===== src/hdl/hbr_pkg.sv =====
// Shared types and constants for the task heartbeat registry.
// Used by every module of the block; depends on nothing else.
package hbr_pkg;

   // Table size and the widths that follow from it.
   localparam int TASK_SLOTS = 16;
   localparam int SLOT_W     = (TASK_SLOTS > 1) ? $clog2(TASK_SLOTS) : 1;
   localparam int CNT_W      = $clog2(TASK_SLOTS + 1);

   // Command codes carried in the func field.
   localparam logic [2:0] FN_REGISTER = 3'd0;
   localparam logic [2:0] FN_FEED     = 3'd1;
   localparam logic [2:0] FN_FAULT    = 3'd2;
   localparam logic [2:0] FN_QUERY    = 3'd3;
   localparam logic [2:0] FN_CLEAR    = 3'd4;

   // Result codes.
   localparam logic [1:0] RC_OK        = 2'd0;
   localparam logic [1:0] RC_PARAM     = 2'd1;
   localparam logic [1:0] RC_FULL      = 2'd2;
   localparam logic [1:0] RC_NOT_FOUND = 2'd3;

   // Highest legal fault severity.
   localparam logic [2:0] LVL_FATAL = 3'd3;

   typedef enum logic [1:0] {
      ST_IDLE,
      ST_SCAN,
      ST_FINISH
   } state_type;

   // One task entry as held in the slot memory.
   typedef struct packed {
      logic [31:0] id;
      logic [31:0] tmo;
      logic [31:0] feeds;
   } slot_type;

   // Read and write request toward the slot memory.
   typedef struct packed {
      logic              rd_en;
      logic [SLOT_W-1:0] rd_addr;
      logic              wr_en;
      logic [SLOT_W-1:0] wr_addr;
      slot_type          wr_data;
   } mem_req_type;

   // Control toward the fault summary.
   typedef struct packed {
      logic clear;
      logic update;
   } sum_ctl_type;

   // Fault summary contents.
   typedef struct packed {
      logic [31:0]        total;
      logic [1:0]         peak;
      logic               fatal;
      logic [7:0]         kind;
      logic signed [31:0] err;
   } fault_sum_type;

   // Per-command result from the sequencer.
   typedef struct packed {
      logic [1:0]  rc;
      logic [31:0] feeds;
      logic [31:0] tmo;
   } res_type;

endpackage


===== src/hdl/hbr_slot_ram.sv =====
// Slot memory of the heartbeat registry: id, timeout and feed count per slot.
// One write port and one read port with registered read data; uses hbr_pkg.
module hbr_slot_ram
   import hbr_pkg::*;
(
   input  logic        clock,
   input  mem_req_type mem_req,
   output slot_type    mem_rdata
);

   slot_type slot_mem [TASK_SLOTS];
   slot_type rdata_ff;

   // Write port.
   always_ff @(posedge clock) begin
      if (mem_req.wr_en) begin
         slot_mem[mem_req.wr_addr] <= mem_req.wr_data;
      end
   end

   // Read port, with registered read data.
   always_ff @(posedge clock) begin
      if (mem_req.rd_en) begin
         rdata_ff <= slot_mem[mem_req.rd_addr];
      end
   end

   assign mem_rdata = rdata_ff;

endmodule


===== src/hdl/hbr_fault_sum.sv =====
// Fault summary registers: count, last kind and error, peak level, fatal flag.
// Driven by the command sequencer through sum_ctl_type; uses hbr_pkg.
module hbr_fault_sum
   import hbr_pkg::*;
(
   input  logic               clock,
   input  logic               reset,
   input  sum_ctl_type        sum_ctl,
   input  logic [7:0]         fault_kind,
   input  logic [2:0]         fault_level,
   input  logic signed [31:0] err_value,
   output fault_sum_type      fault_sum
);

   fault_sum_type sum_ff;
   fault_sum_type sum_in;

   // Next summary: clear wins, otherwise fold in an accepted report.
   always_comb begin
      sum_in = sum_ff;
      if (sum_ctl.clear) begin
         sum_in = '0;
      end else if (sum_ctl.update) begin
         sum_in.total = sum_ff.total + 32'd1;
         sum_in.kind  = fault_kind;
         sum_in.err   = err_value;
         if (fault_level[1:0] > sum_ff.peak) begin
            sum_in.peak = fault_level[1:0];
         end
         if (fault_level == LVL_FATAL) begin
            sum_in.fatal = 1'b1;
         end
      end
   end

   always_ff @(posedge clock) begin
      if (reset) begin
         sum_ff <= '0;
      end else begin
         sum_ff <= sum_in;
      end
   end

   assign fault_sum = sum_ff;

endmodule


===== src/hdl/hbr_ctrl.sv =====
// Command sequencer: decodes a word, scans the slot memory one entry per
// cycle, and writes back the updated entry. Holds the valid bits; uses hbr_pkg.
module hbr_ctrl
   import hbr_pkg::*;
(
   input  logic             clock,
   input  logic             reset,
   input  logic             req_valid,
   output logic             req_stall,
   input  logic [2:0]       req_func,
   input  logic [31:0]      req_task_id,
   input  logic [31:0]      req_timeout_limit,
   input  logic [7:0]       req_fault_kind,
   input  logic [2:0]       req_fault_level,
   input  logic             out_free,
   output logic             done,
   output res_type          result,
   output logic [CNT_W-1:0] slots_used,
   output sum_ctl_type      sum_ctl,
   output mem_req_type      mem_req,
   input  slot_type         mem_rdata
);

   state_type         state_ff, state_in;
   logic [2:0]        cmd_func_ff, cmd_func_in;
   logic [31:0]       cmd_id_ff, cmd_id_in;
   logic [31:0]       cmd_tmo_ff, cmd_tmo_in;
   logic [CNT_W-1:0]  scan_ff, scan_in;
   logic              pend_ff, pend_in;
   logic [SLOT_W-1:0] pend_idx_ff, pend_idx_in;
   logic              free_found_ff, free_found_in;
   logic [SLOT_W-1:0] free_idx_ff, free_idx_in;
   logic [TASK_SLOTS-1:0] valid_ff, valid_in;
   logic [CNT_W-1:0]  used_ff, used_in;
   res_type           res_ff, res_in;

   logic              fault_ok;
   logic              hit;
   logic              pend_free;
   logic              free_any;
   logic [SLOT_W-1:0] free_idx;
   logic              scan_end;

   // Compare stage: the entry read last cycle against the command's id, and
   // the lowest free slot seen so far.
   always_comb begin
      fault_ok  = (req_fault_kind != 8'd0) && (req_fault_level != 3'd0) &&
                  (req_fault_level <= LVL_FATAL);
      hit       = pend_ff && valid_ff[pend_idx_ff] && (mem_rdata.id == cmd_id_ff);
      pend_free = pend_ff && !valid_ff[pend_idx_ff];
      free_any  = free_found_ff || pend_free;
      free_idx  = free_found_ff ? free_idx_ff : pend_idx_ff;
      scan_end  = (scan_ff == CNT_W'(TASK_SLOTS));
   end

   // Next state and outputs. All memory writes happen in the last scan cycle
   // and the next word is not taken before the result leaves, so a read never
   // overlaps a pending write to the same entry.
   always_comb begin
      state_in      = state_ff;
      cmd_func_in   = cmd_func_ff;
      cmd_id_in     = cmd_id_ff;
      cmd_tmo_in    = cmd_tmo_ff;
      scan_in       = scan_ff;
      pend_in       = 1'b0;
      pend_idx_in   = pend_idx_ff;
      free_found_in = free_any;
      free_idx_in   = free_idx;
      valid_in      = valid_ff;
      used_in       = used_ff;
      res_in        = res_ff;
      mem_req       = '0;
      sum_ctl       = '0;
      req_stall     = (state_ff != ST_IDLE);
      done          = 1'b0;

      unique case (state_ff)
         ST_IDLE: begin
            if (req_valid) begin
               cmd_func_in   = req_func;
               cmd_id_in     = req_task_id;
               cmd_tmo_in    = req_timeout_limit;
               scan_in       = '0;
               free_found_in = 1'b0;
               res_in        = '0;
               state_in      = ST_FINISH;
               unique case (req_func) inside
                  FN_REGISTER: begin
                     if (req_task_id == 32'd0 || req_timeout_limit == 32'd0) begin
                        res_in.rc = RC_PARAM;
                     end else begin
                        state_in = ST_SCAN;
                     end
                  end
                  FN_FEED, FN_QUERY: begin
                     state_in = ST_SCAN;
                  end
                  FN_FAULT: begin
                     if (fault_ok) begin
                        sum_ctl.update = 1'b1;
                     end else begin
                        res_in.rc = RC_PARAM;
                     end
                  end
                  FN_CLEAR: begin
                     sum_ctl.clear = 1'b1;
                     valid_in      = '0;
                     used_in       = '0;
                  end
                  default: begin
                     res_in.rc = RC_PARAM;
                  end
               endcase
            end
         end

         ST_SCAN: begin
            // Issue the next read while entries remain.
            if (!scan_end) begin
               mem_req.rd_en   = 1'b1;
               mem_req.rd_addr = scan_ff[SLOT_W-1:0];
               scan_in         = scan_ff + CNT_W'(1);
               pend_in         = 1'b1;
               pend_idx_in     = scan_ff[SLOT_W-1:0];
            end
            if (hit) begin
               state_in = ST_FINISH;
               pend_in  = 1'b0;
               if (cmd_func_ff == FN_FEED) begin
                  mem_req.wr_en         = 1'b1;
                  mem_req.wr_addr       = pend_idx_ff;
                  mem_req.wr_data       = mem_rdata;
                  mem_req.wr_data.feeds = mem_rdata.feeds + 32'd1;
               end else if (cmd_func_ff == FN_QUERY) begin
                  res_in.feeds = mem_rdata.feeds;
                  res_in.tmo   = mem_rdata.tmo;
               end else begin
                  // Re-registering a known id resets its entry.
                  mem_req.wr_en         = 1'b1;
                  mem_req.wr_addr       = pend_idx_ff;
                  mem_req.wr_data.id    = cmd_id_ff;
                  mem_req.wr_data.tmo   = cmd_tmo_ff;
                  mem_req.wr_data.feeds = 32'd0;
               end
            end else if (scan_end) begin
               state_in = ST_FINISH;
               if (cmd_func_ff == FN_REGISTER) begin
                  if (free_any) begin
                     mem_req.wr_en         = 1'b1;
                     mem_req.wr_addr       = free_idx;
                     mem_req.wr_data.id    = cmd_id_ff;
                     mem_req.wr_data.tmo   = cmd_tmo_ff;
                     mem_req.wr_data.feeds = 32'd0;
                     valid_in[free_idx]    = 1'b1;
                     used_in               = used_ff + CNT_W'(1);
                  end else begin
                     res_in.rc = RC_FULL;
                  end
               end else begin
                  res_in.rc = RC_NOT_FOUND;
               end
            end
         end

         ST_FINISH: begin
            if (out_free) begin
               done     = 1'b1;
               state_in = ST_IDLE;
            end
         end

         default: begin
            state_in = ST_IDLE;
         end
      endcase
   end

   // Control registers.
   always_ff @(posedge clock) begin
      if (reset) begin
         state_ff      <= ST_IDLE;
         scan_ff       <= '0;
         pend_ff       <= 1'b0;
         free_found_ff <= 1'b0;
         valid_ff      <= '0;
         used_ff       <= '0;
      end else begin
         state_ff      <= state_in;
         scan_ff       <= scan_in;
         pend_ff       <= pend_in;
         free_found_ff <= free_found_in;
         valid_ff      <= valid_in;
         used_ff       <= used_in;
      end
   end

   // Command and result payload.
   always_ff @(posedge clock) begin
      cmd_func_ff <= cmd_func_in;
      cmd_id_ff   <= cmd_id_in;
      cmd_tmo_ff  <= cmd_tmo_in;
      pend_idx_ff <= pend_idx_in;
      free_idx_ff <= free_idx_in;
      res_ff      <= res_in;
   end

   assign result     = res_ff;
   assign slots_used = used_ff;

   // The slot count always matches the number of valid entries.
   a_used_matches_valid: assert property (@(posedge clock) disable iff (reset)
      $countones(valid_ff) == used_ff)
      else $error("slot count differs from valid bits");

   // The memory is written only while a command is scanning.
   a_write_in_scan: assert property (@(posedge clock) disable iff (reset)
      mem_req.wr_en |-> state_ff == ST_SCAN)
      else $error("slot memory written outside a scan");

   // A taken word closes the input until its result is handed over.
   a_busy_after_accept: assert property (@(posedge clock) disable iff (reset)
      (req_valid && !req_stall) |=> req_stall)
      else $error("input open right after a word was taken");

endmodule


===== src/hdl/task_heartbeat_registry_unit.sv =====
// Top level of the task heartbeat registry: sequencer, slot memory, fault
// summary and the result register. Uses hbr_pkg and the hbr_* modules.
//
// One command word is processed at a time and each gives one result word.
// Fault reports, clear-all, rejected registers and unknown codes skip the scan;
// register, feed and query scan the slot memory one entry per cycle through its
// single read port, ending early when the id is found. The result register
// lets a new word be taken while the previous result is still stalled.
// Status fields show the state after the command; entry fields are nonzero
// only for a found query.
module task_heartbeat_registry_unit
   import hbr_pkg::*;
(
   input  logic               clock,
   input  logic               reset,
   input  logic               req_valid,
   output logic               req_stall,
   input  logic [2:0]         req_func,
   input  logic [31:0]        req_task_id,
   input  logic [31:0]        req_timeout_limit,
   input  logic [7:0]         req_fault_kind,
   input  logic [2:0]         req_fault_level,
   input  logic signed [31:0] req_err_value,
   output logic               rsp_valid,
   input  logic               rsp_stall,
   output logic [1:0]         rsp_result_code,
   output logic [31:0]        rsp_entry_feed_count,
   output logic [31:0]        rsp_entry_timeout,
   output logic [4:0]         rsp_registered_count,
   output logic [31:0]        rsp_faults_seen,
   output logic [1:0]         rsp_worst_level,
   output logic               rsp_fatal_flag,
   output logic [7:0]         rsp_latest_fault,
   output logic signed [31:0] rsp_latest_error
);

   logic             out_free;
   logic             done;
   res_type          result;
   logic [CNT_W-1:0] slots_used;
   sum_ctl_type      sum_ctl;
   mem_req_type      mem_req;
   slot_type         mem_rdata;
   fault_sum_type    fault_sum;

   logic               rsp_valid_ff, rsp_valid_in;
   logic [1:0]         rc_ff;
   logic [31:0]        feeds_ff;
   logic [31:0]        tmo_ff;
   logic [4:0]         count_ff;
   fault_sum_type      sum_ff;

   hbr_ctrl u_ctrl (
      .clock             (clock),
      .reset             (reset),
      .req_valid         (req_valid),
      .req_stall         (req_stall),
      .req_func          (req_func),
      .req_task_id       (req_task_id),
      .req_timeout_limit (req_timeout_limit),
      .req_fault_kind    (req_fault_kind),
      .req_fault_level   (req_fault_level),
      .out_free          (out_free),
      .done              (done),
      .result            (result),
      .slots_used        (slots_used),
      .sum_ctl           (sum_ctl),
      .mem_req           (mem_req),
      .mem_rdata         (mem_rdata)
   );

   hbr_slot_ram u_slot_ram (
      .clock     (clock),
      .mem_req   (mem_req),
      .mem_rdata (mem_rdata)
   );

   hbr_fault_sum u_fault_sum (
      .clock       (clock),
      .reset       (reset),
      .sum_ctl     (sum_ctl),
      .fault_kind  (req_fault_kind),
      .fault_level (req_fault_level),
      .err_value   (req_err_value),
      .fault_sum   (fault_sum)
   );

   // The result register can take a new word when empty or being drained.
   always_comb begin
      out_free     = !rsp_valid_ff || !rsp_stall;
      rsp_valid_in = done || (rsp_valid_ff && rsp_stall);
   end

   always_ff @(posedge clock) begin
      if (reset) begin
         rsp_valid_ff <= 1'b0;
      end else begin
         rsp_valid_ff <= rsp_valid_in;
      end
   end

   // Result payload, loaded when the sequencer finishes a command.
   always_ff @(posedge clock) begin
      if (done) begin
         rc_ff    <= result.rc;
         feeds_ff <= result.feeds;
         tmo_ff   <= result.tmo;
         count_ff <= 5'(slots_used);
         sum_ff   <= fault_sum;
      end
   end

   assign rsp_valid            = rsp_valid_ff;
   assign rsp_result_code      = rc_ff;
   assign rsp_entry_feed_count = feeds_ff;
   assign rsp_entry_timeout    = tmo_ff;
   assign rsp_registered_count = count_ff;
   assign rsp_faults_seen      = sum_ff.total;
   assign rsp_worst_level      = sum_ff.peak;
   assign rsp_fatal_flag       = sum_ff.fatal;
   assign rsp_latest_fault     = sum_ff.kind;
   assign rsp_latest_error     = sum_ff.err;

endmodule


===== config.mk =====
export PLATFORM = sky130hd
export DESIGN_NAME = task_heartbeat_registry_unit
export DESIGN_NICKNAME = d
export VERILOG_FILES = /design/src/hdl/hbr_pkg.sv /design/src/hdl/hbr_slot_ram.sv /design/src/hdl/hbr_fault_sum.sv /design/src/hdl/hbr_ctrl.sv /design/src/hdl/task_heartbeat_registry_unit.sv
export SDC_FILE = /design/constraint.sdc
export NUM_CORES = 2
export LEC_CHECK = 0
export BUFFER_PORTS_ARGS = -buffer_cell sky130_fd_sc_hd__buf_4
export CAP_MARGIN = 25
export CORE_UTILIZATION = 40
export DETAILED_ROUTE_END_ITERATION = 7
export SETUP_SLACK_MARGIN = 0.02
export SYNTH_ARGS = -nofsm -noshare
export SYNTH_HDL_FRONTEND = slang
export SYNTH_SLANG_ARGS = --single-unit

===== constraint.sdc =====
create_clock -name clock -period 12.5 [get_ports clock]
set_clock_uncertainty 0.2 [all_clocks]
set_input_delay 2.5 -clock clock [delete_from_list [all_inputs] [get_ports clock]]
set_output_delay 2.5 -clock clock [all_outputs]
set_load 0.02 [all_outputs]

==> reports/qor.txt <==
Status - finished clean
Core box area - 191000 sq um
Pwr Density - 156 nW/um^2
# diodes - 0
Synth Instances - 4118
Async set-reset flop share out of synthesis - 0%
All-Layer GR Usage - 19.3%
CTS Sinks - 2025
Max transition margin - 27.5%
Crit. End Element - register
Area contributors post-synth - edfxtp_1 75%, mux4_2 8.5%, dfxtp_1 2.9%, o211ai_1 1.9%, or3_1 1.6%
DRC - 0
Drt first pass iters - 5
Vias - 40.2k
Cell row count - 160
Sequential area share after synthesis - 77.7%
CP delay by family, top - buffers and inverters
Synthesis-stage register bit count - 2025
Post-Route WL - 188000 microns
Hold path depth - 0
Root buffer cell - clkbuf_16
Fraction of layout cells with a size suffix above 1 - 21.0%
Final Hold Fails - 0
Crit-path slowest cell - buf_4
DR iter-0 viols - 4032
Reg2reg start - u_ctrl.state_ff[0]$_SDFFE_PP0P_
I/O Buffers - 261
CTS H-tree lvls - 4
# Post-CTS Setup Buffers - 0
Synthesized area - 76800 sq um
Max VDD drop - 0.000155 V
Path type of the worst min-delay path - register to register
Syn-to-layout area delta - 15.1%
Min-delay src - u_ctrl.result[56]$_SDFFCE_PN0P_
Clock Latency Late Sink - 0.87 ns
Mean number of vias per cell - 5.68
Cell taking the most area after synthesis - edfxtp_1
First-pass GRT wire length - 276000 microns
Initial core utilization - 40.3%
Worst Reg-to-Reg Cells - 9
Inst Count DP - 6699
MaxCap Viol Count - 0
Hold endpoint - rsp_entry_feed_count[24]$_DFFE_PP_
Unique cell type count in the Yosys netlist - 58
Ports - 262
Worst Path Arrival - 6.35 ns
Final #Nets - 4523
Chip height - 440 microns
Top FF cell, synth - edfxtp_1
CTS Buffer Depth - 3
Resize count post-CTS - 0
P_leak - 25.8 nW
CTS tree - yes
Global placement routability congestion - 0.815
Worst path depth - 9
Worst setup SP type - register
CP cell instances - nand2b_1 > inv_2 > buf_4 > nand2b_4 > inv_6 > nand2_8 > buf_4 > mux4_2 > mux4_2
Routed Antenna Nets - 0
Final cell count without fillers - 7088
WP data required - 12.88 ns
Max Slew Vio Count - 0
EDFF count, synth - 1915
Die area - 194000 sq um
Total CTS buffers - 204
Vias in the first global route - 40.1k
R2R Setup Slk - 6.53 ns
Slew @ Worst Pin - 1.09 ns
Min Tclk post-route - 5.97 ns
Post-synth top area share - 74.8%
Detailed Place HPWL - 104000 microns
FILL cells - 16.0k
WS Path Type - register to register
WL/cell - 26.5 microns
FMAX - 167 MHz
Max FO, Critical Path - 92
Pwr Total - 13.8 mW
Final worst path period share - 47.8%
Largest net degree at the start of global routing - 187
Synth warn - 0
Final setup viols - 0
Buf/Inv on CP - 4
Total gr overflow - 0
Clk slew on worst S/H paths - 0.06 ns
Hold_buf cts - 0
Syn_area_per_cell - 18.7 sq um
Post-route setup TNS - 0 ns
Initial antenna violation count - 11
DIE WIDTH - 440 microns
RSZ-0062 raised after global routing - false
Max incr delay on CP - 0.69 ns
Reg-to-reg endpoint - u_slot_ram.mem_rdata[66]$_DFFE_PP_
Post-Syn Nets - 4239
-- sequential cells by signal, summed over array words and instances, names as in the netlist, 3 cells and up --
name	flops
u_ctrl.cmd_func_ff	3
rsp_entry_timeout	32
rsp_latest_fault	8
u_ctrl.cmd_tmo_ff	32
u_ctrl.scan_ff	5
u_ctrl.free_idx_ff	4
u_ctrl.result	66
u_slot_ram.slot_mem	1536
u_ctrl.slots_used	5
u_ctrl.pend_idx_ff	4
u_slot_ram.mem_rdata	96
u_fault_sum.fault_sum	75
u_ctrl.cmd_id_ff	32
u_ctrl.valid_ff	16
rsp_registered_count	5
rsp_entry_feed_count	32
rsp_latest_error	32
rsp_faults_seen	32
-- how the worst max path moves through the flow --
stage | start | to | slack, ns
2_1_floorplan | rsp_stall | rsp_entry_feed_count[0]$_DFFE_PP_ | 2.24
3_3_place_gp | u_ctrl.pend_idx_ff[0]$_DFFE_PP_ | u_slot_ram.slot_mem[2][33]$_DFFE_PP_ | 5.89
3_5_place_dp | u_ctrl.pend_idx_ff[0]$_DFFE_PP_ | u_slot_ram.slot_mem[9][77]$_DFFE_PP_ | 6.05
4_1_cts | u_ctrl.pend_idx_ff[0]$_DFFE_PP_ | u_slot_ram.slot_mem[9][80]$_DFFE_PP_ | 6.05
5_1_grt | u_ctrl.state_ff[0]$_SDFFE_PP0P_ | u_slot_ram.mem_rdata[80]$_DFFE_PP_ | 6.17
6_report | u_ctrl.state_ff[0]$_SDFFE_PP0P_ | u_slot_ram.mem_rdata[66]$_DFFE_PP_ | 6.53
-- per-layer routing --
layer / GRT usage, % / up-vias / part of all wire, %
met4: 4.85 / 6 / 2.0
li1: - / 17400 / -
met5: 0 / - / 0.015
met1: 27.3 / 21100 / 43
met2: 30.8 / 1512 / 48
met3: 3.51 / 249 / 7.1
-- cells in the final DEF, fill, tap and decap left out, types with 65 or more instances in the layout --
cell type / Yosys / final
o211ai_1: 192 / 192
edfxtp_1: 1915 / 1915
mux4_2: 291 / 291
o21ai_0: 196 / 196
nor2_1: 112 / 100
buf_4: 11 / 331
dfxtp_1: 110 / 109
o22ai_1: 196 / 196
nand2_1: 130 / 126
or3_1: 197 / 197
a22o_1: 65 / 65
and2_1: 66 / 66
clkbuf_16: 0 / 205
-- cell families (layout without fill, tap and decap cells) --
group                    after synthesis  after routing  share of synthesized area [%]
multiplexers                         301            301                           8.66
buffers and inverters                300            759                           1.66
adder cells (fa/ha/maj)                7              7                          0.114
AO/OA/AOI/OAI                        758            758                           6.41
flip-flops                          2025           2025                           77.7
XOR/XNOR                              92             92                           1.05
AND/OR/NAND/NOR                      635            635                           4.40
-- power by group --
part / switching, mW / internal, mW
registers: 0.0464 / 7.43
clock network: 2.61 / 3.32
logic: 0.245 / 0.113
total: 2.90 / 10.9
-- stage by stage --
stage | hold WS, ns | cell area (sq um) | utilization (%) | worst slack [ns]
2_1_floorplan | 0.200 | 76800 | - | 2.24
5_1_grt | 0.213 | 88400 | 46.4 | 6.17
6_report | 0.213 | 88400 | 46.4 | 6.53
3_3_place_gp | 0.203 | 81600 | 42.8 | 5.89
4_1_cts | 0.212 | 88300 | 46.3 | 6.05
3_5_place_dp | 0.205 | 81700 | 42.9 | 6.05
-- cell type report --
cell class / count / area, sq um / area share (%)
Inverter: 33 / 136 / 0.154
Clock inverter: 119 / 1180 / 1.34
Tap cell: 2511 / 3140 / 3.55
Multi-Input combinational cell: 1793 / 16100 / 18.2
Timing Repair Buffer: 345 / 2810 / 3.17
Clock buffer: 262 / 5350 / 6.06
Sequential cell: 2025 / 59700 / 67.5
-- worst register-to-register path, delay by kind of cell, from the launching register on --
| family | cells | cell delay [ns] |
|---|---|---|
| buffers and inverters | 4 | 2.24 |
| and+or+nand+nor | 3 | 1.70 |
| DFF | 1 | 0.47 |
| muxes | 2 | 1.15 |
-- synth_stat cells, types with 3 or more instances --
library cell / n
edfxtp_1: 1915
mux4_2: 291
or3_1: 197
o21ai_0: 196
o22ai_1: 196
o211ai_1: 192
clkbuf_1: 180
nand2_1: 130
nor2_1: 112
dfxtp_1: 110
and2_1: 66
a22o_1: 65
a21oi_1: 56
xnor2_1: 51
xor2_1: 41
buf_2: 39
nor4_1: 33
inv_1: 31
buf_1: 29
nand3_1: 27
nand4_1: 24
o21a_1: 18
a211oi_1: 11
buf_4: 11
and3_1: 8
buf_6: 8
nor3_1: 8
ha_1: 7
mux2i_1: 7
and4_1: 6
nand2b_1: 6
a32oi_1: 5
or2_2: 5
a21boi_0: 3
a31oi_1: 3
mux2_2: 3
Power figures use the tool's default switching activity.
